==> src/hdl/vas_pkg.sv <==
// Shared types and constants for the voice allocator.
// Holds field widths, status and opcode codes, and the controller/datapath
// command and status structs. No dependencies.
package vas_pkg;

    localparam int VOICES_DEF = 32;

    localparam int OPW  = 1;
    localparam int TAGW = 16;
    localparam int PRIW = 7;
    localparam int IDXW = 5;
    localparam int STW  = 3;

    localparam logic [OPW-1:0] OP_ALLOC = 1'b0;
    localparam logic [OPW-1:0] OP_FREE  = 1'b1;

    localparam logic [STW-1:0] ST_FROM_STACK = 3'd0;
    localparam logic [STW-1:0] ST_STOLEN     = 3'd1;
    localparam logic [STW-1:0] ST_REFUSED    = 3'd2;
    localparam logic [STW-1:0] ST_FREED      = 3'd3;
    localparam logic [STW-1:0] ST_BAD_FREE   = 3'd4;

    typedef logic [1:0] t_kind;

    localparam t_kind K_POP   = 2'd0;
    localparam t_kind K_STEAL = 2'd1;
    localparam t_kind K_FREE  = 2'd2;

    typedef struct packed {
        logic  latch;
        logic  stack_rd;
        logic  pop_take;
        logic  scan_start;
        logic  scan_step;
        logic  owner_rd;
        logic  commit;
        t_kind kind;
    } t_cmd;

    typedef struct packed {
        logic op;
        logic empty;
        logic scan_last;
        logic slot_free;
    } t_sts;

endpackage

==> src/hdl/vas_req_if.sv <==
// Request channel of the voice allocator: valid/ready plus request fields.
// Depends on vas_pkg for field widths.
interface vas_req_if import vas_pkg::*; ();
    logic            valid;
    logic            ready;
    logic [OPW-1:0]  opcode;
    logic [TAGW-1:0] requester_tag;
    logic [PRIW-1:0] priority_req;
    logic [IDXW-1:0] voice_index;

    modport source (output valid, opcode, requester_tag, priority_req, voice_index,
                    input ready);
    modport sink   (input valid, opcode, requester_tag, priority_req, voice_index,
                    output ready);
endinterface

==> src/hdl/vas_rsp_if.sv <==
// Response channel of the voice allocator: valid/ready plus result fields.
// Depends on vas_pkg for field widths.
interface vas_rsp_if import vas_pkg::*; ();
    logic            valid;
    logic            ready;
    logic [IDXW-1:0] granted_voice;
    logic [STW-1:0]  status;
    logic [TAGW-1:0] victim_tag;

    modport source (output valid, granted_voice, status, victim_tag, input ready);
    modport sink   (input valid, granted_voice, status, victim_tag, output ready);
endinterface

==> src/hdl/voice_allocator_with_stealing.sv <==
// Top level of the voice allocator: controller plus datapath.
// Depends on vas_pkg, vas_req_if, vas_rsp_if, vas_ctrl and vas_dpath.
//
// Usage: requests arrive on i_req (valid/ready). opcode 0 allocates a voice
// for requester_tag at priority_req, opcode 1 frees voice_index. Every
// request yields exactly one beat on o_rsp carrying granted_voice, status
// and victim_tag (nonzero only for a stolen voice).
// One request is in flight at a time; i_req.ready is high only while the
// controller waits for a new request.
// From acceptance, a free goes through dispatch to the result register; an
// allocate from the free stack first reads and pops the stack; an allocate
// with an empty stack first runs a priority scan over all voices and then
// reads the owner memory. The priority scan reads one voice per cycle
// from the priority memory through its single read port.
// A new request is accepted while the previous result still sits in the
// output register; if the receiver stalls, the next result is held in the
// controller until that register frees up.
// Reset: synchronous, active low. The free stack comes up holding every
// voice with the highest index on top, all voices idle, no result pending.
// No clearing pass is needed, so requests are taken right after reset.
module voice_allocator_with_stealing import vas_pkg::*; #(
    parameter int VOICES = VOICES_DEF
) (
    input  logic       i_clk,
    input  logic       i_rst_n,
    vas_req_if.sink    i_req,
    vas_rsp_if.source  o_rsp
);

    t_cmd w_cmd;
    t_sts w_sts;
    logic w_in_ready;

    assign i_req.ready = w_in_ready;

    vas_ctrl u_ctrl (
        .i_clk      (i_clk),
        .i_rst_n    (i_rst_n),
        .i_in_valid (i_req.valid),
        .i_sts      (w_sts),
        .o_in_ready (w_in_ready),
        .o_cmd      (w_cmd)
    );

    vas_dpath #(
        .VOICES (VOICES)
    ) u_dpath (
        .i_clk           (i_clk),
        .i_rst_n         (i_rst_n),
        .i_cmd           (w_cmd),
        .o_sts           (w_sts),
        .i_opcode        (i_req.opcode),
        .i_requester_tag (i_req.requester_tag),
        .i_priority_req  (i_req.priority_req),
        .i_voice_index   (i_req.voice_index),
        .i_out_ready     (o_rsp.ready),
        .o_out_valid     (o_rsp.valid),
        .o_granted_voice (o_rsp.granted_voice),
        .o_status        (o_rsp.status),
        .o_victim_tag    (o_rsp.victim_tag)
    );

`ifndef SYNTHESIS
    a_commit_slot: assert property (@(posedge i_clk) disable iff (!i_rst_n)
        w_cmd.commit |-> w_sts.slot_free)
        else $error("result committed while output register is occupied");

    a_one_mem_op: assert property (@(posedge i_clk) disable iff (!i_rst_n)
        $onehot0({w_cmd.stack_rd, w_cmd.scan_step, w_cmd.owner_rd, w_cmd.commit}))
        else $error("more than one memory operation issued in a cycle");

    a_scan_empty: assert property (@(posedge i_clk) disable iff (!i_rst_n)
        w_cmd.scan_step |-> w_sts.empty)
        else $error("priority scan running while free stack is not empty");

    a_tag_zero: assert property (@(posedge i_clk) disable iff (!i_rst_n)
        (o_rsp.valid && (o_rsp.status != ST_STOLEN)) |-> (o_rsp.victim_tag == '0))
        else $error("victim tag set on a result that is not a steal");
`endif

endmodule

==> src/hdl/vas_ctrl.sv <==
// Sequencing state machine of the voice allocator.
// Issues t_cmd to vas_dpath and follows its t_sts; depends on vas_pkg.
module vas_ctrl import vas_pkg::*; (
    input  logic i_clk,
    input  logic i_rst_n,
    input  logic i_in_valid,
    input  t_sts i_sts,
    output logic o_in_ready,
    output t_cmd o_cmd
);

    localparam logic [2:0] S_IDLE     = 3'd0;
    localparam logic [2:0] S_DISPATCH = 3'd1;
    localparam logic [2:0] S_POP      = 3'd2;
    localparam logic [2:0] S_SCAN     = 3'd3;
    localparam logic [2:0] S_SCAN_END = 3'd4;
    localparam logic [2:0] S_OWNER    = 3'd5;
    localparam logic [2:0] S_FINISH   = 3'd6;

    logic [2:0] r_state, n_state;
    t_kind      r_kind, n_kind;

    always_comb begin
        n_state    = r_state;
        n_kind     = r_kind;
        o_in_ready = 1'b0;
        o_cmd      = '0;
        o_cmd.kind = r_kind;
        case (r_state)
            S_IDLE: begin
                o_in_ready = 1'b1;
                if (i_in_valid) begin
                    o_cmd.latch = 1'b1;
                    n_state     = S_DISPATCH;
                end
            end
            S_DISPATCH: begin
                if (i_sts.op == OP_FREE) begin
                    n_kind  = K_FREE;
                    n_state = S_FINISH;
                end else if (!i_sts.empty) begin
                    o_cmd.stack_rd = 1'b1;
                    n_kind         = K_POP;
                    n_state        = S_POP;
                end else begin
                    o_cmd.scan_start = 1'b1;
                    n_kind           = K_STEAL;
                    n_state          = S_SCAN;
                end
            end
            S_POP: begin
                o_cmd.pop_take = 1'b1;
                n_state        = S_FINISH;
            end
            S_SCAN: begin
                o_cmd.scan_step = 1'b1;
                if (i_sts.scan_last) begin
                    n_state = S_SCAN_END;
                end
            end
            // last priority read compares here
            S_SCAN_END: begin
                n_state = S_OWNER;
            end
            S_OWNER: begin
                o_cmd.owner_rd = 1'b1;
                n_state        = S_FINISH;
            end
            S_FINISH: begin
                // hold until the output register can take the result
                if (i_sts.slot_free) begin
                    o_cmd.commit = 1'b1;
                    n_state      = S_IDLE;
                end
            end
            default: begin
                n_state = S_IDLE;
            end
        endcase
    end

    always_ff @(posedge i_clk) begin
        if (!i_rst_n) begin
            r_state <= S_IDLE;
            r_kind  <= K_POP;
        end else begin
            r_state <= n_state;
            r_kind  <= n_kind;
        end
    end

endmodule

==> src/hdl/vas_dpath.sv <==
// Datapath of the voice allocator: free stack, priority and owner memories,
// busy flags, priority scan and output register. Depends on vas_pkg.
module vas_dpath import vas_pkg::*; #(
    parameter int VOICES = VOICES_DEF
) (
    input  logic            i_clk,
    input  logic            i_rst_n,
    input  t_cmd            i_cmd,
    output t_sts            o_sts,
    input  logic [OPW-1:0]  i_opcode,
    input  logic [TAGW-1:0] i_requester_tag,
    input  logic [PRIW-1:0] i_priority_req,
    input  logic [IDXW-1:0] i_voice_index,
    input  logic            i_out_ready,
    output logic            o_out_valid,
    output logic [IDXW-1:0] o_granted_voice,
    output logic [STW-1:0]  o_status,
    output logic [TAGW-1:0] o_victim_tag
);

    localparam int VW = $clog2(VOICES);
    localparam int CW = $clog2(VOICES + 1);
    localparam int XW = (CW > IDXW) ? CW : IDXW;

    // memories
    logic [VW-1:0]   r_stack_mem [VOICES];
    logic [PRIW-1:0] r_prio_mem  [VOICES];
    logic [TAGW-1:0] r_owner_mem [VOICES];

    // control state
    logic [CW-1:0]     r_fc, n_fc;
    logic [CW-1:0]     r_low;
    logic [VOICES-1:0] r_busy;
    logic              r_out_valid;
    logic              r_scan_vld;

    // payload
    logic [OPW-1:0]  r_opcode;
    logic [TAGW-1:0] r_tag;
    logic [PRIW-1:0] r_prio;
    logic [IDXW-1:0] r_in_idx;
    logic [VW-1:0]   r_voice;
    logic [VW-1:0]   r_stack_q;
    logic [VW-1:0]   r_stack_pos;
    logic            r_stack_hit;
    logic [PRIW-1:0] r_prio_q;
    logic [VW-1:0]   r_scan_addr;
    logic [VW-1:0]   r_scan_idx_d;
    logic [PRIW-1:0] r_lowest;
    logic            r_found;
    logic [TAGW-1:0] r_owner_q;
    logic [IDXW-1:0] r_out_voice;
    logic [STW-1:0]  r_out_status;
    logic [TAGW-1:0] r_out_tag;

    logic [VW-1:0]   w_top;
    logic [CW-1:0]   w_fc_dec;
    logic            w_free_ok;
    logic            w_scan_hit;
    logic            w_slot_free;
    logic            w_do_pop;
    logic            w_do_steal;
    logic            w_do_free;
    logic [IDXW-1:0] w_res_voice;
    logic [STW-1:0]  w_res_status;
    logic [TAGW-1:0] w_res_tag;

    assign w_fc_dec    = r_fc - 1'b1;
    assign w_top       = w_fc_dec[VW-1:0];
    assign w_slot_free = !r_out_valid || i_out_ready;
    assign w_free_ok   = (XW'(r_in_idx) < XW'(VOICES)) && r_busy[r_voice]
                         && (r_fc < CW'(VOICES));
    assign w_scan_hit  = r_scan_vld && r_busy[r_scan_idx_d] && (r_prio_q < r_lowest);

    assign w_do_pop   = i_cmd.commit && (i_cmd.kind == K_POP);
    assign w_do_steal = i_cmd.commit && (i_cmd.kind == K_STEAL) && r_found;
    assign w_do_free  = i_cmd.commit && (i_cmd.kind == K_FREE) && w_free_ok;

    assign o_sts.op        = r_opcode[0];
    assign o_sts.empty     = (r_fc == '0);
    assign o_sts.scan_last = (r_scan_addr == VW'(VOICES - 1));
    assign o_sts.slot_free = w_slot_free;

    always_comb begin
        w_res_voice  = '0;
        w_res_status = ST_REFUSED;
        w_res_tag    = '0;
        case (i_cmd.kind)
            K_POP: begin
                w_res_voice  = IDXW'(r_voice);
                w_res_status = ST_FROM_STACK;
            end
            K_STEAL: begin
                if (r_found) begin
                    w_res_voice  = IDXW'(r_voice);
                    w_res_status = ST_STOLEN;
                    w_res_tag    = r_owner_q;
                end
            end
            K_FREE: begin
                w_res_voice  = r_in_idx;
                w_res_status = w_free_ok ? ST_FREED : ST_BAD_FREE;
            end
            default: begin
                w_res_status = ST_REFUSED;
            end
        endcase
    end

    always_comb begin
        n_fc = r_fc;
        if (w_do_pop) begin
            n_fc = w_fc_dec;
        end else if (w_do_free) begin
            n_fc = r_fc + 1'b1;
        end
    end

    // control registers; positions below r_low were never written since reset
    // and stand for their own index
    always_ff @(posedge i_clk) begin
        if (!i_rst_n) begin
            r_fc        <= CW'(VOICES);
            r_low       <= CW'(VOICES);
            r_busy      <= '0;
            r_out_valid <= 1'b0;
            r_scan_vld  <= 1'b0;
        end else begin
            r_fc       <= n_fc;
            r_scan_vld <= i_cmd.scan_step;
            if (w_do_pop && (w_fc_dec < r_low)) begin
                r_low <= w_fc_dec;
            end
            if (w_do_pop) begin
                r_busy[r_voice] <= 1'b1;
            end else if (w_do_free) begin
                r_busy[r_voice] <= 1'b0;
            end
            if (i_cmd.commit) begin
                r_out_valid <= 1'b1;
            end else if (i_out_ready) begin
                r_out_valid <= 1'b0;
            end
        end
    end

    // request latch, stack pop, priority scan and result register
    always_ff @(posedge i_clk) begin
        if (i_cmd.latch) begin
            r_opcode <= i_opcode;
            r_tag    <= i_requester_tag;
            r_prio   <= i_priority_req;
            r_in_idx <= i_voice_index;
            r_voice  <= VW'(i_voice_index);
        end else if (i_cmd.pop_take) begin
            r_voice <= r_stack_hit ? r_stack_q : r_stack_pos;
        end else if (w_scan_hit) begin
            r_voice <= r_scan_idx_d;
        end
        if (i_cmd.stack_rd) begin
            r_stack_pos <= w_top;
            r_stack_hit <= (r_fc > r_low);
        end
        if (i_cmd.scan_start) begin
            r_scan_addr <= '0;
            r_lowest    <= r_prio;
            r_found     <= 1'b0;
        end else begin
            if (i_cmd.scan_step) begin
                r_scan_addr <= r_scan_addr + 1'b1;
            end
            if (w_scan_hit) begin
                r_lowest <= r_prio_q;
                r_found  <= 1'b1;
            end
        end
        r_scan_idx_d <= r_scan_addr;
        if (i_cmd.commit) begin
            r_out_voice  <= w_res_voice;
            r_out_status <= w_res_status;
            r_out_tag    <= w_res_tag;
        end
    end

    // free stack memory
    always_ff @(posedge i_clk) begin
        if (w_do_free) begin
            r_stack_mem[r_fc[VW-1:0]] <= r_voice;
        end
        if (i_cmd.stack_rd) begin
            r_stack_q <= r_stack_mem[w_top];
        end
    end

    // priority memory
    always_ff @(posedge i_clk) begin
        if (w_do_pop || w_do_steal) begin
            r_prio_mem[r_voice] <= r_prio;
        end
        if (i_cmd.scan_step) begin
            r_prio_q <= r_prio_mem[r_scan_addr];
        end
    end

    // owner memory
    always_ff @(posedge i_clk) begin
        if (w_do_pop || w_do_steal) begin
            r_owner_mem[r_voice] <= r_tag;
        end else if (w_do_free) begin
            r_owner_mem[r_voice] <= '0;
        end
        if (i_cmd.owner_rd) begin
            r_owner_q <= r_owner_mem[r_voice];
        end
    end

    assign o_out_valid     = r_out_valid;
    assign o_granted_voice = r_out_voice;
    assign o_status        = r_out_status;
    assign o_victim_tag    = r_out_tag;

endmodule
==> src/flat_wrapper.sv <==
// flat-port wrapper written by rule: the top's interface ports become plain ports
module voice_allocator_with_stealing_flat import vas_pkg::*;
#(
    parameter int VOICES = VOICES_DEF
)
  (i_clk, i_rst_n, i_req_valid, i_req_opcode, i_req_requester_tag, i_req_priority_req, i_req_voice_index, i_req_ready, o_rsp_valid, o_rsp_granted_voice, o_rsp_status, o_rsp_victim_tag, o_rsp_ready);
  vas_req_if i_req_i ();
  vas_rsp_if o_rsp_i ();
  input  logic i_clk;
  input  logic i_rst_n;
  input wire logic [$bits(i_req_i.valid)-1:0] i_req_valid;
  input wire logic [$bits(i_req_i.opcode)-1:0] i_req_opcode;
  input wire logic [$bits(i_req_i.requester_tag)-1:0] i_req_requester_tag;
  input wire logic [$bits(i_req_i.priority_req)-1:0] i_req_priority_req;
  input wire logic [$bits(i_req_i.voice_index)-1:0] i_req_voice_index;
  output wire logic [$bits(i_req_i.ready)-1:0] i_req_ready;
  output wire logic [$bits(o_rsp_i.valid)-1:0] o_rsp_valid;
  output wire logic [$bits(o_rsp_i.granted_voice)-1:0] o_rsp_granted_voice;
  output wire logic [$bits(o_rsp_i.status)-1:0] o_rsp_status;
  output wire logic [$bits(o_rsp_i.victim_tag)-1:0] o_rsp_victim_tag;
  input wire logic [$bits(o_rsp_i.ready)-1:0] o_rsp_ready;
  assign i_req_i.valid = i_req_valid;
  assign i_req_i.opcode = i_req_opcode;
  assign i_req_i.requester_tag = i_req_requester_tag;
  assign i_req_i.priority_req = i_req_priority_req;
  assign i_req_i.voice_index = i_req_voice_index;
  assign i_req_ready = i_req_i.ready;
  assign o_rsp_valid = o_rsp_i.valid;
  assign o_rsp_granted_voice = o_rsp_i.granted_voice;
  assign o_rsp_status = o_rsp_i.status;
  assign o_rsp_victim_tag = o_rsp_i.victim_tag;
  assign o_rsp_i.ready = o_rsp_ready;
  voice_allocator_with_stealing #(.VOICES(VOICES)) u_core (.i_clk(i_clk), .i_rst_n(i_rst_n), .i_req(i_req_i), .o_rsp(o_rsp_i));
endmodule
==> config.mk <==
export PLATFORM = sky130hd
export DESIGN_NAME = voice_allocator_with_stealing_flat
export DESIGN_NICKNAME = d
export VERILOG_FILES = /design/src/hdl/vas_pkg.sv /design/src/hdl/vas_req_if.sv /design/src/hdl/vas_rsp_if.sv /design/src/hdl/voice_allocator_with_stealing.sv /design/src/hdl/vas_ctrl.sv /design/src/hdl/vas_dpath.sv /design/src/flat_wrapper.sv
export SDC_FILE = /design/constraint.sdc
export NUM_CORES = 1
export LEC_CHECK = 0
export BUFFER_PORTS_ARGS = -buffer_cell sky130_fd_sc_hd__buf_2
export CORE_MARGIN = 4
export CORE_UTILIZATION = 35
export DETAILED_ROUTE_END_ITERATION = 12
export PLACE_DENSITY = 0.47
export SLEW_MARGIN = 20
export SYNTH_ARGS = -nofsm -noshare
export SYNTH_HDL_FRONTEND = slang
export SYNTH_SLANG_ARGS = --single-unit
==> constraint.sdc <==
create_clock -name i_clk -period 4.25 [get_ports i_clk]
set_clock_uncertainty 0.2 [all_clocks]
set_input_delay 0.425 -clock i_clk [delete_from_list [all_inputs] [get_ports i_clk]]
set_output_delay 0.425 -clock i_clk [all_outputs]
set_load 0.005 [all_outputs]
# --- After elaboration in Yosys (flattened, before gate mapping) ---
# Memory sizes are Yosys's and may differ from the RTL's. A register that Yosys moved wholly into a read port is not among the register bits.
# Index checks and enable logic that the tools add are counted.
totals:
  regBits: 133
  n_memories: 3
  in_bits: 33
  word_cells: 125
  ram_bits: 896
classes:
  n_lt_le_gt_ge: 7
  n_eq_ne: 12
  add_sub_neg: 3
  muxes: 52
  n_bitwise: 4
  n_reduce_logical: 23
memory_table:
  columns: ["name", "depth", "word_bits", "read_ports", "rd_clocked_by_memory_dff", "write_ports", "line", "source"]
  rows:
  - ["u_core.u_dpath.r_owner_mem", 32, 16, 1, 1, 1, "vas_dpath.sv:28", "logic [TAGW-1:0] r_owner_mem [VOICES];"]
  - ["u_core.u_dpath.r_prio_mem", 32, 7, 1, 1, 1, "vas_dpath.sv:27", "logic [PRIW-1:0] r_prio_mem [VOICES];"]
  - ["u_core.u_dpath.r_stack_mem", 32, 5, 1, 1, 1, "vas_dpath.sv:26", "logic [VW-1:0] r_stack_mem [VOICES];"]
ops:
  columns: ["op", "count"]
  rows:
  - ["$mux 32", 2]
  - ["$and 32x32->32", 1]
  - ["$not 32->32", 1]
  - ["$or 32x32->32", 1]
  - ["$mux 1", 27]
  - ["$mux 5", 5]
  - ["$pmux 3 s6", 1]
  - ["$mux 16", 1]
  - ["$mux 3", 5]
  - ["$pmux 5 s3", 1]
  - ["$mux 7", 2]
  - ["$lt 5x6->1 const B", 2]
  - ["$mux 6", 2]
  - ["$bmux 1 s5", 2]
  - ["$logic_and 1x1->1", 10]
  - ["$eq 3x3->1 const B", 3]
  - ["$pmux 3 s3", 1]
  - ["$lt 7x7->1", 1]
  - ["$add 6x1->6 const B", 1]
  - ["$eq 3x2->1 const B", 2]
  - ["$gt 6x6->1", 1]
  - ["$logic_not 6->1", 1]
  - ["$lt 6x6->1", 1]
  - ["$lt 6x6->1 const B", 1]
  - ["other kinds (20)", 26]

# --- Logic depth before layout (Yosys ltp) ---
# Gate-level depths: netlist (run 1).
logic_depth:
  word_depth: 10
  depth_mapped: 15
  depth_no_buf: 11

# --- Cells and area by module ---
# From an unflattened synthesis (run 1), not the netlist that was laid out.
hier_totals:
  cells_unflattened: 2106
  hier_area_um2: 41487.3
by_module_without_submodules:
  columns: ["module", "seq_area_each_um2", "instances", "cells_each", "area_each_um2"]
  rows:
  - ["vas_dpath", 31019.8, 1, 2067, 41144.5]
  - ["vas_ctrl", 100.1, 1, 39, 342.8]

# --- Least setup slack after synthesis (run 1) ---
# Ideal clock, no wire load.
synth_path:
  path_type: "reg2reg"
  start: "reg u_core.u_ctrl.r_state[2]"
  end: "mem u_core.u_dpath.r_owner_mem[10][0], enable pin"
  setup_time_ns: 0.389
  required_ns: 3.661
  synth_period_minus_slack_ns: 4.135
  stages_incl_launch_ff: 11
  slack_ns: 0.115
  t_arrival_ns: 3.547
  n_path_buf: 3
  path_cell_list: "dfxtp_1 buf_2 nand2_1 nor3_2 nand2_1 nor2_1 a21oi_1 nor2b_1 buf_4 buf_6 nor2_1"
synth_lines:
  columns: ["element", "line", "source"]
  rows:
  - ["start: declaration", "vas_ctrl.sv:20", "logic [2:0] r_state, n_state;"]
  - ["start signal: assignment", "vas_ctrl.sv:87", "r_state <= n_state;"]
  - ["end: declaration", "vas_dpath.sv:28", null]

# --- Worst setup path in the final report (run 1) ---
layout_path:
  start: "reg u_core.u_dpath.r_voice[0]"
  end: "mem u_core.u_dpath.r_owner_mem[3][8], enable pin"
layout_between:
  elab_chain_cells: 8
layout_lines:
  columns: ["element", "line", "source"]
  rows:
  - ["start: declaration", "vas_dpath.sv:42", "logic [VW-1:0] r_voice;"]
  - ["start signal: assignment", "vas_dpath.sv:154", "r_voice <= VW'(i_voice_index);"]
  - ["start signal: assignment", "vas_dpath.sv:156", "r_voice <= r_stack_hit ? r_stack_q : r_stack_pos;"]
  - ["start signal: assignment", "vas_dpath.sv:158", "r_voice <= r_scan_idx_d;"]
  - ["$bmux 1 s5", "vas_dpath.sv:71", "assign w_free_ok = (XW'(r_in_idx) < XW'(VOICES)) && r_busy[r_voice]"]
  - ["$mux 1 (implied by the code)", "vas_dpath.sv:71", null]
  - ["$logic_and 1x1->1", "vas_dpath.sv:72", "&& (r_fc < CW'(VOICES));"]
  - ["$logic_and 1x1->1", "vas_dpath.sv:77", "assign w_do_free = i_cmd.commit && (i_cmd.kind == K_FREE) && w_free_ok;"]
  - ["$mux 1", "vas_dpath.sv:209", "end else if (w_do_free) begin"]
  - ["$mux 1", "vas_dpath.sv:207", "if (w_do_pop || w_do_steal) begin"]
  - ["$mux 1 (implied by the code)", "vas_dpath.sv:210", "r_owner_mem[r_voice] <= '0;"]
  - ["$or 1x1->1 (no source line)", null, null]
# Several ways; a longest one is shown, not always the timed one. The select of a mux whose other input is x is not followed.

==> impl_table.tex, run 1 <==
\begin{tabular}{lr}
\hline
Metric & Value \\
\hline
\multicolumn{2}{l}{\textbf{Run status}} \\
Result of the run & completed \\
\multicolumn{2}{l}{\textbf{Logic synthesis}} \\
Count of state elements after synthesis & 1,057 \\
Share of synthesized registers carrying an async set or reset & 0\% \\
Net count after synthesis & 2,187 \\
Netlist area before placement & 0.04153 sq mm \\
Top\_reg\_cell synth & edfxtp\_1 \\
Synth warnings & 0 \\
Cell type with the highest aggregate area in the netlist & edfxtp\_1 \\
Number of enable-type register cells in the synthesized netlist & 995 \\
Mean Syn Cell Area & 19.51 sq um \\
Leading cell types by total area after synthesis & edfxtp\_1, mux4\_2, dfxtp\_1 \\
Yosys top cell area share & 71.94\% \\
Post-synthesis cell count & 2,129 \\
Unique masters post-synth & 51 \\
Register area share after synthesis & 74.93\% \\
\multicolumn{2}{l}{\textbf{Floorplan}} \\
Core Region & 0.1179 sq mm \\
Die Outline Area & 0.1242 sq mm \\
Initial core utilization & 35.22\% \\
Die Y & 352.5 microns \\
Site Rows & 126 \\
Horizontal die dimension & 352.5 microns \\
Ports placed on the boundary & 59 \\
\multicolumn{2}{l}{\textbf{Finish}} \\
Number of standard cells in the layout, taps in and fillers out & 3,970 \\
Number of nets in the finished design & 2,399 \\
Area Overhead vs Synth & 16.68\% \\
Most frequent standard cell in the layout excluding fill and tap cells & edfxtp\_1 \\
Most frequent cells in the layout & edfxtp\_1, mux4\_2, nor2\_1 \\
Share of final-layout standard cells stronger than drive strength 1 & 29.55\% \\
FILL cells & 10.47k \\
\multicolumn{2}{l}{\textbf{Clocking}} \\
Number of buffers inserted during clock tree synthesis & 112 \\
Worst-Skew Late Latency & 0.70 ns \\
H-tree levels & 3 \\
TritonCTS clock tree & done \\
Clk Tree Root Cell & clkbuf\_16 \\
Count of instances resized after the clock tree is built & 0 \\
Clk slew on worst S/H paths & 0.06 ns \\
CTS max path bufs & 3 \\
Clock Sink Count & 1,057 \\
\multicolumn{2}{l}{\textbf{Placed design}} \\
Half-perimeter wire length of the detailed placement result & 65,360 microns \\
Count of port buffers added during placement & 58 \\
Final estimated routing congestion in global placement & 0.8086 \\
Worst slack, placed & 0.4487 ns \\
Number of cells after detailed placement & 3,729 \\
\multicolumn{2}{l}{\textbf{Power}} \\
Power per unit of standard cell area & 555.0 mW/mm\^{}2 \\
Worst vdd ir & 0.3142 mV \\
Leak & 0.01529 uW \\
Comb pwr share & 17.6\% \\
Reported net switching power & 7166 uW \\
Clock network fraction of design power & 35.9\% \\
Overall power after layout & 26,900 uW \\
Share of total power in sequential cells & 46.4\% \\
Internal & 19,730 uW \\
Switching part of the total & 26.64\% \\
\multicolumn{2}{l}{\textbf{STA}} \\
Setup violators final & 0 \\
Unrepaired setup endpoints after global routing & false \\
Period utilisation layout & 89.82\% \\
Slew at the pin with the worst max-slew slack & 1.175 ns \\
Peak Freq & 262.0 MHz \\
Post-Route Setup TNS & 0 ns \\
Post-route worst setup slack & 0.4326 ns \\
Final-report hold violation count & 0 \\
Headroom to the max-slew limit & 21.59\% \\
Final Slew Violations & 0 \\
Fin crit period & 3.817 ns \\
\multicolumn{2}{l}{\textbf{GRT}} \\
Number of global-route vias before repair & 21.84k \\
Maximum number of pins on one net before global-route repair & 100 \\
Number of antenna violations at the first check in global routing & 5 \\
Total GRT Usage & 17.61\% \\
Overflow left after global routing & 0 \\
Global-route wire length before repair & 158,900 microns \\
\multicolumn{2}{l}{\textbf{Min path}} \\
Tightest Hold Check Type & primary input to flop \\
Hold Crit Depth & 3 \\
\multicolumn{2}{l}{\textbf{Critical path}} \\
Critical Path RT & 4.44 ns \\
Data arrival, critical path & 4.01 ns \\
Cell depth of the worst flop-to-flop path & 8 \\
Path type of the worst setup path & flop to flop \\
Critical Path Fanout Max & 21 \\
Crit start category & flop \\
Worst Setup End Kind & flop \\
\multicolumn{2}{l}{\textbf{Route}} \\
Number of vias after detailed routing & 21.01k \\
Number of detailed-routing iterations run before antenna repair & 6 \\
First-iteration detailed-routing DRC count & 1,888 \\
Routed len/inst & 27.79 microns \\
Antenna-violating nets left & 0 \\
Post-route DRC violation count & 0 \\
Drt via density & 5.293 \\
Wire length reported by the detailed router & 110,300 microns \\
\multicolumn{2}{l}{\textbf{Job}} \\
Max-cap viol count & 0 \\
\hline
\end{tabular}
[synthesized netlist by cell type (all sizes together), types with 3 or more instances]
library cell  instances
edfxtp              995
mux4                260
o21ai                53
nor2                181
and3                  3
a21o                  5
and2                 19
xnor2                 5
a21oi                48
mux2                 23
clkbuf               70
buf                  54
nor2b                22
a31oi                 3
nand3b                3
mux2i                20
dfxtp                62
a22oi                68
o21a                  4
nand2b                8
nand2               106
nand3                 7
and3b                 3
xor2                  3
inv                  24
nor3                 14
nand4                18
nor3b                 6
ha                   25
[power groups by stage]
stage	clock network (uW)	registers [uW]	logic, uW
CTS	9930	12500	4820
global route	10400	12500	5120
floorplan	0	12400	3360
global placement	0	12800	4760
finish	9660	12500	4740
detailed placement	0	12800	4790
[final timing paths]
check / startpoint / end / slack [ns]
max: u_core.u_dpath.r_voice[0] / u_core.u_dpath.r_owner_mem[3][8] / 0.43
min: i_rst_n / u_core.u_ctrl.r_state[1] / 0.17
max reg2reg: u_core.u_dpath.r_voice[0] / u_core.u_dpath.r_owner_mem[3][8] / 0.43
min reg2reg: u_core.u_dpath.r_scan_addr[2] / u_core.u_dpath.r_scan_idx_d[2] / 0.25
[flip-flops by register name, summed over array words and instances, names as in the netlist, 6 cells and up, named ones only]
signal and flops:
u_core.u_dpath.o_victim_tag 16, u_core.u_dpath.r_fc 6, u_core.u_dpath.r_low 6, u_core.u_dpath.r_lowest 7, u_core.u_dpath.r_owner_mem 512, u_core.u_dpath.r_owner_q 16, u_core.u_dpath.r_prio 7, u_core.u_dpath.r_prio_mem 224
u_core.u_dpath.r_prio_q 7, u_core.u_dpath.r_stack_mem 160, u_core.u_dpath.r_tag 16
[per-layer routing]
metal	GRT usage, %	wire [microns]
met5	0	0
met4	5.017	2768
met3	2.865	5608
met2	28.87	53390
met1	24.43	48570
[worst max-delay path, stage by stage, from the launching register on]
cell and delay (ns):
edfxtp_1 0.96, mux4_2 0.64, a22o_1 0.24, a21oi_4 0.25, nor3_4 0.11, nor2b_4 0.39, buf_4 0.37, nor2_2 0.05
buf_4 0.27
[final cells by class]
cell class / count / area (sq um) / area share, %
inverter: 24 / 90.09 / 0.1859
multi-input combinational: 924 / 9917 / 20.46
clock buffer: 133 / 2934 / 6.054
clock inverter: 73 / 676.9 / 1.397
sequential: 1057 / 31130 / 64.23
antenna: 1 / 2.502 / 0.005164
timing repair buffer: 222 / 1792 / 3.697
tap: 1536 / 1922 / 3.966
[through the flow]
stage | util [%] | instance area [sq um] | hold slack, ns
floorplan | - | 41530 | 0.1290
global placement | 37.72 | 44480 | 0.2176
detailed placement | 37.73 | 44490 | 0.2258
CTS | 41.06 | 48420 | 0.1350
global route | 41.09 | 48460 | 0.2178
finish | 41.10 | 48460 | 0.1671
[cell families (layout without fill, tap and decap cells)]
group                    after synthesis  count (layout)  synth area share, %
AND/OR/NAND/NOR                      396             396                4.284
multiplexers                         303             303                15.20
buffers and inverters                148             452                1.624
other                                  0               1                    0
AO/OA/AOI/OAI                        192             192                3.040
XOR/XNOR                               8               8               0.1687
flip-flops                          1057            1057                74.93
adder cells (fa/ha/maj)               25              25               0.7531
[what timing repair did]
item                                   in CTS  in global routing
endpoints found under the hold margin      37                  0
hold buffers                               31                  0
buffers inserted                            0                  0
(Power assumes the default switching activity.)
==> inputs of run 2 (changes only) <==
- CTS_CLUSTER_DIAMETER: not set -> 30
- PLACE_DENSITY: 0.47 -> 0.45
- clock period: 4.25 -> 3.6 ns (I/O delays scaled with it)
==> impl_table.tex, run 2 (synthesis results as in run 1) <==
\begin{tabular}{lr}
\hline
Metric & Value \\
\hline
\multicolumn{2}{l}{\textbf{Run status}} \\
Result of the run & completed \\
\multicolumn{2}{l}{\textbf{Finish}} \\
FILL cells & 9,999 (-4.5\%) \\
Count of inserted antenna diode cells & 0 (-1) \\
Post-Route Utilization & 45.45\% (+4.4 points) \\
Share of final-layout standard cells stronger than drive strength 1 & 36.72\% (+7.2 points) \\
Number of nets in the finished design & 2,587 (+7.8\%) \\
Most frequent standard cell in the layout excluding fill and tap cells & edfxtp\_1 \\
Most frequent cells in the layout & edfxtp\_1, mux4\_2, clkbuf\_16 \\
Biggest register & u\_core.u\_dpath.r\_owner\_mem \\
Area Overhead vs Synth & 29.05\% \\
Largest register FFs & 512 (unchanged) \\
\multicolumn{2}{l}{\textbf{Floorplan}} \\
Horizontal die dimension & 352.5 microns (unchanged) \\
Die Y & 352.5 microns (unchanged) \\
Core Region & 0.1179 sq mm (unchanged) \\
Initial core utilization & 35.22\% (unchanged) \\
Ports placed on the boundary & 59 (unchanged) \\
Die Outline Area & 0.1242 sq mm (unchanged) \\
Site Rows & 126 (unchanged) \\
\multicolumn{2}{l}{\textbf{STA}} \\
Fin crit period & 3.273 ns (-0.5439 ns) \\
Post-Route Setup TNS & 0 ns (unchanged) \\
Final Slew Violations & 0 (unchanged) \\
Unrepaired setup endpoints after global routing & false \\
Period utilisation layout & 90.93\% (+1.1 points) \\
Post-route worst setup slack & 0.3265 ns (-0.1061 ns) \\
Setup violators final & 0 (unchanged) \\
Final-report hold violation count & 0 (unchanged) \\
Peak Freq & 305.5 MHz (+17\%) \\
Slew at the pin with the worst max-slew slack & 0.9701 ns (-0.2044 ns) \\
Headroom to the max-slew limit & 35.24\% (+14 points) \\
\multicolumn{2}{l}{\textbf{Power}} \\
Share of total power in sequential cells & 34.8\% (-12 points) \\
Power per unit of standard cell area & 779.3 mW/mm\^{}2 (+40\%) \\
Clock network fraction of design power & 50.3\% (+14 points) \\
Internal & 31,290 uW (+59\%) \\
Leak & 0.01776 uW (+16\%) \\
Overall power after layout & 41,770 uW (+55\%) \\
Switching part of the total & 25.10\% (-1.5 points) \\
Comb pwr share & 15.0\% (-2.6 points) \\
Worst vdd ir & 0.5152 mV (+64\%) \\
Reported net switching power & 10,480 uW (+46\%) \\
\multicolumn{2}{l}{\textbf{GRT}} \\
Overflow left after global routing & 0 (unchanged) \\
Global-route wire length before repair & 163,400 microns (+2.9\%) \\
Number of global-route vias before repair & 23.43k (+7.3\%) \\
Maximum number of pins on one net before global-route repair & 102 (+2.0\%) \\
Total GRT Usage & 17.89\% (+0.28 points) \\
Number of antenna violations at the first check in global routing & 0 (-5) \\
\multicolumn{2}{l}{\textbf{Placed design}} \\
Half-perimeter wire length of the detailed placement result & 68,310 microns (+4.5\%) \\
Count of port buffers added during placement & 58 (unchanged) \\
Final estimated routing congestion in global placement & 0.7985 (-1.2\%) \\
Worst slack, placed & 0.1448 ns (-0.3039 ns) \\
\multicolumn{2}{l}{\textbf{Route}} \\
Wire length reported by the detailed router & 110,400 microns (about the same) \\
Drt via density & 5.136 (-3.0\%) \\
Antenna-violating nets left & 0 (unchanged) \\
Routed len/inst & 25.93 microns (-6.7\%) \\
Number of detailed-routing iterations run before antenna repair & 5 (-1) \\
Post-route DRC violation count & 0 (unchanged) \\
Number of vias after detailed routing & 21.87k (+4.1\%) \\
First-iteration detailed-routing DRC count & 1,654 (-12\%) \\
\multicolumn{2}{l}{\textbf{Min path}} \\
Tightest Hold Check Type & primary input to flop \\
\multicolumn{2}{l}{\textbf{Clocking}} \\
CTS max path bufs & 3 (unchanged) \\
Hold\_buf cts & 33 (+6.5\%) \\
H-tree levels & 4 (+1) \\
TritonCTS clock tree & done \\
Post-CTS setup buffers & 0 (unchanged) \\
Worst-Skew Late Latency & 0.79 ns (+0.09 ns) \\
Clock Sink Count & 1,057 (unchanged) \\
Clk Tree Root Cell & clkbuf\_16 \\
Count of instances resized after the clock tree is built & 0 (unchanged) \\
Clk slew on worst S/H paths & 0.05 ns (about the same) \\
Number of buffers inserted during clock tree synthesis & 231 (+110\%) \\
\multicolumn{2}{l}{\textbf{Critical path}} \\
Data arrival, critical path & 3.48 ns (-0.53 ns) \\
Critical Path Fanout Max & 22 (+4.8\%) \\
Critical Path RT & 3.81 ns (-0.63 ns) \\
Path type of the worst setup path & flop to flop \\
Crit start category & flop \\
Worst Setup End Kind & flop \\
\multicolumn{2}{l}{\textbf{Job}} \\
Max-cap viol count & 0 (unchanged) \\
\hline
\end{tabular}
run 2: changes by cell type in the layout (fill, tap and decap cells not counted), sizes merged, moves of 2 or more:
cell	delta
clkbuf	+133
clkinv	+46
buf	+67
bufinv	+22
dlygate4sd3	+2
clkinvlp	+19
run 2: area by class of cell:
type	count	area, sq um	area share [%]
inverters	24	90.09	0.1681
clock buffers	266	6067	11.32
clock inverters	161	1849	3.450
flip-flops and latches	1057	31130	58.07
multi-input cells	924	9938	18.54
repair buffers	291	2608	4.865
well taps	1536	1922	3.586
run 2: path summary, 6_finish.rpt:
check | startpoint | cells past startpoint | slack [ns] | endpoint
worst min register to register | u_core.u_dpath.r_low[3] | 2 | 0.26 | u_core.u_dpath.r_low[3]
worst min-delay path | i_req_requester_tag[8] | 2 | 0.09 | u_core.u_dpath.r_tag[8]
worst max-delay path | u_core.u_dpath.r_voice[2] | 9 | 0.33 | u_core.u_dpath.r_stack_mem[8][2]
worst max register to register | u_core.u_dpath.r_voice[2] | 9 | 0.33 | u_core.u_dpath.r_stack_mem[8][2]
run 2: through the flow:
step | area (sq um) | std cells | hold WS (ns)
after global placement | 45290 | 3796 | 0.2463
after global routing | 53600 | 4259 | 0.05599
final | 53600 | 4259 | 0.09343
after floorplan | 41560 | 2129 | 0.1290
after CTS | 53550 | 4256 | 0.01807
after detailed placement | 45300 | 3796 | 0.2558
run 2: metal layers:
| metal | up-vias | GRT usage, % | part of all wire [%] |
|---|---|---|---|
| met2 | 587 | 28.42 | 48 |
| met5 | - | 0 | 0 |
| met4 | 0 | 5.290 | 1.9 |
| met3 | 139 | 4.230 | 5.0 |
| met1 | 11650 | 24.66 | 45 |
| li1 | 9501 | - | - |
run 2: power by group through the flow:
stage	combinational, uW	clock, uW	sequential (uW)
after floorplan	3970	0	14700
after global placement	6280	0	14800
after detailed placement	6300	0	14800
after CTS	6360	21400	14600
after global routing	6720	22100	14500
final	6250	21000	14500
run 2: critical path, cell delays in order, from the launching register on:
cell and delay, ns:
edfxtp_1 0.46, buf_4 0.25, nand3b_1 0.19, o21ai_0 0.21, nand4b_1 0.22, a21oi_4 0.10, nor3_4 0.23, buf_4 0.23
nand2_1 0.29, nor2_1 0.50
==> inputs of run 3 (changes only) <==
- CELL_PAD_IN_SITES_DETAIL_PLACEMENT: not set -> 0
- CELL_PAD_IN_SITES_GLOBAL_PLACEMENT: not set -> 1
- MAX_ROUTING_LAYER: not set -> met4
- PLACE_DENSITY: 0.45 -> 0.5
==> impl_table.tex, run 3 (synthesis results as in run 1) <==
\begin{tabular}{lr}
\hline
Metric & Value \\
\hline
\multicolumn{2}{l}{\textbf{Clocking}} \\
Clk slew on worst S/H paths & 0.05 ns (about the same) \\
CTS max path bufs & 3 (unchanged) \\
Worst-Skew Late Latency & 0.81 ns (+0.02 ns) \\
TritonCTS clock tree & done \\
Clk Tree Root Cell & clkbuf\_16 \\
Clock Sink Count & 1,057 (unchanged) \\
Number of buffers inserted during clock tree synthesis & 229 (-0.87\%) \\
H-tree levels & 4 (unchanged) \\
\multicolumn{2}{l}{\textbf{Placed design}} \\
Half-perimeter wire length of the detailed placement result & 71,750 microns (+5.0\%) \\
Count of port buffers added during placement & 58 (unchanged) \\
Final estimated routing congestion in global placement & 0.7922 (-0.79\%) \\
\multicolumn{2}{l}{\textbf{Finish}} \\
Largest register FFs & 512 (unchanged) \\
Number of nets in the finished design & 2,587 (unchanged) \\
Share of final-layout standard cells stronger than drive strength 1 & 37.39\% (+0.67 points) \\
Area Overhead vs Synth & 29.21\% \\
Most frequent standard cell in the layout excluding fill and tap cells & edfxtp\_1 \\
Biggest register & u\_core.u\_dpath.r\_owner\_mem \\
Most frequent cells in the layout & edfxtp\_1, mux4\_2, clkbuf\_16 \\
FILL cells & 10.06k (+0.56\%) \\
\multicolumn{2}{l}{\textbf{Floorplan}} \\
Core Region & 0.1179 sq mm (unchanged) \\
Horizontal die dimension & 352.5 microns (unchanged) \\
Initial core utilization & 35.22\% (unchanged) \\
Ports placed on the boundary & 59 (unchanged) \\
Die Y & 352.5 microns (unchanged) \\
Site Rows & 126 (unchanged) \\
Die Outline Area & 0.1242 sq mm (unchanged) \\
\multicolumn{2}{l}{\textbf{Critical path}} \\
Data arrival, critical path & 3.73 ns (+0.25 ns) \\
Critical Path Fanout Max & 39 (+77\%) \\
Critical Path RT & 4.03 ns (+0.22 ns) \\
Worst Setup End Kind & flop \\
Crit start category & flop \\
Path type of the worst setup path & flop to flop \\
\multicolumn{2}{l}{\textbf{STA}} \\
Slew at the pin with the worst max-slew slack & 1.076 ns (+0.1062 ns) \\
Peak Freq & 302.8 MHz (-0.87\%) \\
Fin crit period & 3.302 ns (+0.02889 ns) \\
Setup violators final & 0 (unchanged) \\
Unrepaired setup endpoints after global routing & false \\
Headroom to the max-slew limit & 28.15\% (-7.1 points) \\
Final Slew Violations & 0 (unchanged) \\
Final-report hold violation count & 0 (unchanged) \\
Period utilisation layout & 91.73\% (+0.80 points) \\
Worst hold slack after final layout & 0.06641 ns (-0.02702 ns) \\
\multicolumn{2}{l}{\textbf{GRT}} \\
Global-route wire length before repair & 165,200 microns (+1.1\%) \\
Number of antenna violations at the first check in global routing & 3 (+3) \\
Overflow left after global routing & 0 (unchanged) \\
Number of global-route vias before repair & 23.07k (-1.5\%) \\
Maximum number of pins on one net before global-route repair & 59 (-42\%) \\
Total GRT Usage & 18.90\% (+1.0 points) \\
\multicolumn{2}{l}{\textbf{Route}} \\
Routed len/inst & 26.74 microns (+3.1\%) \\
Drt via density & 5.130 (-0.10\%) \\
Antenna-violating nets left & 0 (unchanged) \\
Wire length reported by the detailed router & 114,300 microns (+3.5\%) \\
Post-route DRC violation count & 0 (unchanged) \\
Number of detailed-routing iterations run before antenna repair & 7 (+2) \\
First-iteration detailed-routing DRC count & 1,833 (+11\%) \\
Number of vias after detailed routing & 21.93k (+0.25\%) \\
\multicolumn{2}{l}{\textbf{Min path}} \\
Tightest Hold Check Type & primary input to flop \\
\multicolumn{2}{l}{\textbf{Run status}} \\
Result of the run & completed \\
\multicolumn{2}{l}{\textbf{Power}} \\
Power per unit of standard cell area & 793.5 mW/mm\^{}2 (+1.8\%) \\
Clock network fraction of design power & 50.4\% (about the same) \\
Overall power after layout & 42,580 uW (+1.9\%) \\
Share of total power in sequential cells & 34.0\% (-0.8 points) \\
Comb pwr share & 15.6\% (+0.6 points) \\
Switching part of the total & 26.47\% (+1.4 points) \\
Worst vdd ir & 0.5394 mV (+4.7\%) \\
Reported net switching power & 11,270 uW (+7.5\%) \\
Leak & 0.01784 uW (+0.43\%) \\
Internal & 31,310 uW (about the same) \\
\multicolumn{2}{l}{\textbf{Job}} \\
Max-cap viol count & 0 (unchanged) \\
\hline
\end{tabular}
-- run 3: cell types whose count changed in the layout (fill, tap and decap cells not counted), moves of 6 or more --
cell,before,now
clkbuf_16,235,229
clkinv_4,20,27
buf_12,37,21
clkinv_16,1,9
clkbuf_1,24,17
clkbuf_8,7,0
buf_4,160,178
inv_8,0,6
-- run 3: layout make-up --
type	instances	area (sq um)	share of cell area, %
diodes	2	5.005	0.009326
clock buffers	246	5794	10.80
clock inverters	192	2372	4.421
inverters	24	90.09	0.1679
multi-input cells	924	9933	18.51
flip-flops and latches	1057	31130	58.00
well taps	1536	1922	3.581
repair buffers	293	2422	4.514
-- run 3: power by group through the flow --
stage	sequential [uW]	clock, uW	combinational (uW)
floorplan	14700	0	3970
global placement	14700	0	6670
detailed placement	14700	0	6700
CTS	14500	21800	6750
global route	14500	22500	7100
finish	14500	21500	6630
-- run 3: per-layer routing --
metal / up-vias / wire [microns] / global-route usage, %
met4: 0 / 2891 / 5.999
li1: 9524 / - / -
met5: - / 0 / -
met3: 180 / 6504 / 4.251
met1: 11570 / 50610 / 25.36
met2: 654 / 54260 / 28.85
-- run 3: final timing paths --
path | cells after the start | end | slack, ns | from
worst max register to register | 9 | u_core.u_dpath.r_owner_mem[12][8] | 0.30 | u_core.u_dpath.r_voice[0]
worst min register to register | 2 | u_core.u_dpath.r_low[4] | 0.26 | u_core.u_dpath.r_low[4]
worst min-delay path | 2 | u_core.u_dpath.r_prio[5] | 0.07 | i_req_priority_req[5]
worst max-delay path | 9 | u_core.u_dpath.r_owner_mem[12][8] | 0.30 | u_core.u_dpath.r_voice[0]
-- run 3: repair_timing --
action | CTS | global route
hold buffers | 33 | 0
endpoints found under the hold margin | 58 | 0
setup buffers | 0 | 0
gates resized for setup | 0 | 0
-- run 3: critical path, cell delays in order (launching register included) --
cell,delay (ns)
edfxtp_1,0.41
buf_12,0.27
mux2_2,0.38
a22oi_1,0.24
nand4b_1,0.19
a21oi_4,0.23
nor3_4,0.11
buf_12,0.18
nor2b_2,0.62
buf_12,0.25
-- run 3: stage by stage --
stage	util [%]	area [sq um]	setup TNS, ns	setup WS, ns	instances
6_report	45.51	53670	0	0.2976	4274
4_1_cts	45.47	53620	0	0.2864	4269
3_3_place_gp	38.26	45120	0	0.4000	3798
3_5_place_dp	38.26	45120	0	0.3386	3798
5_1_grt	45.51	53660	0	0.1586	4273
2_1_floorplan	-	41560	-48.22	-0.1005	2129
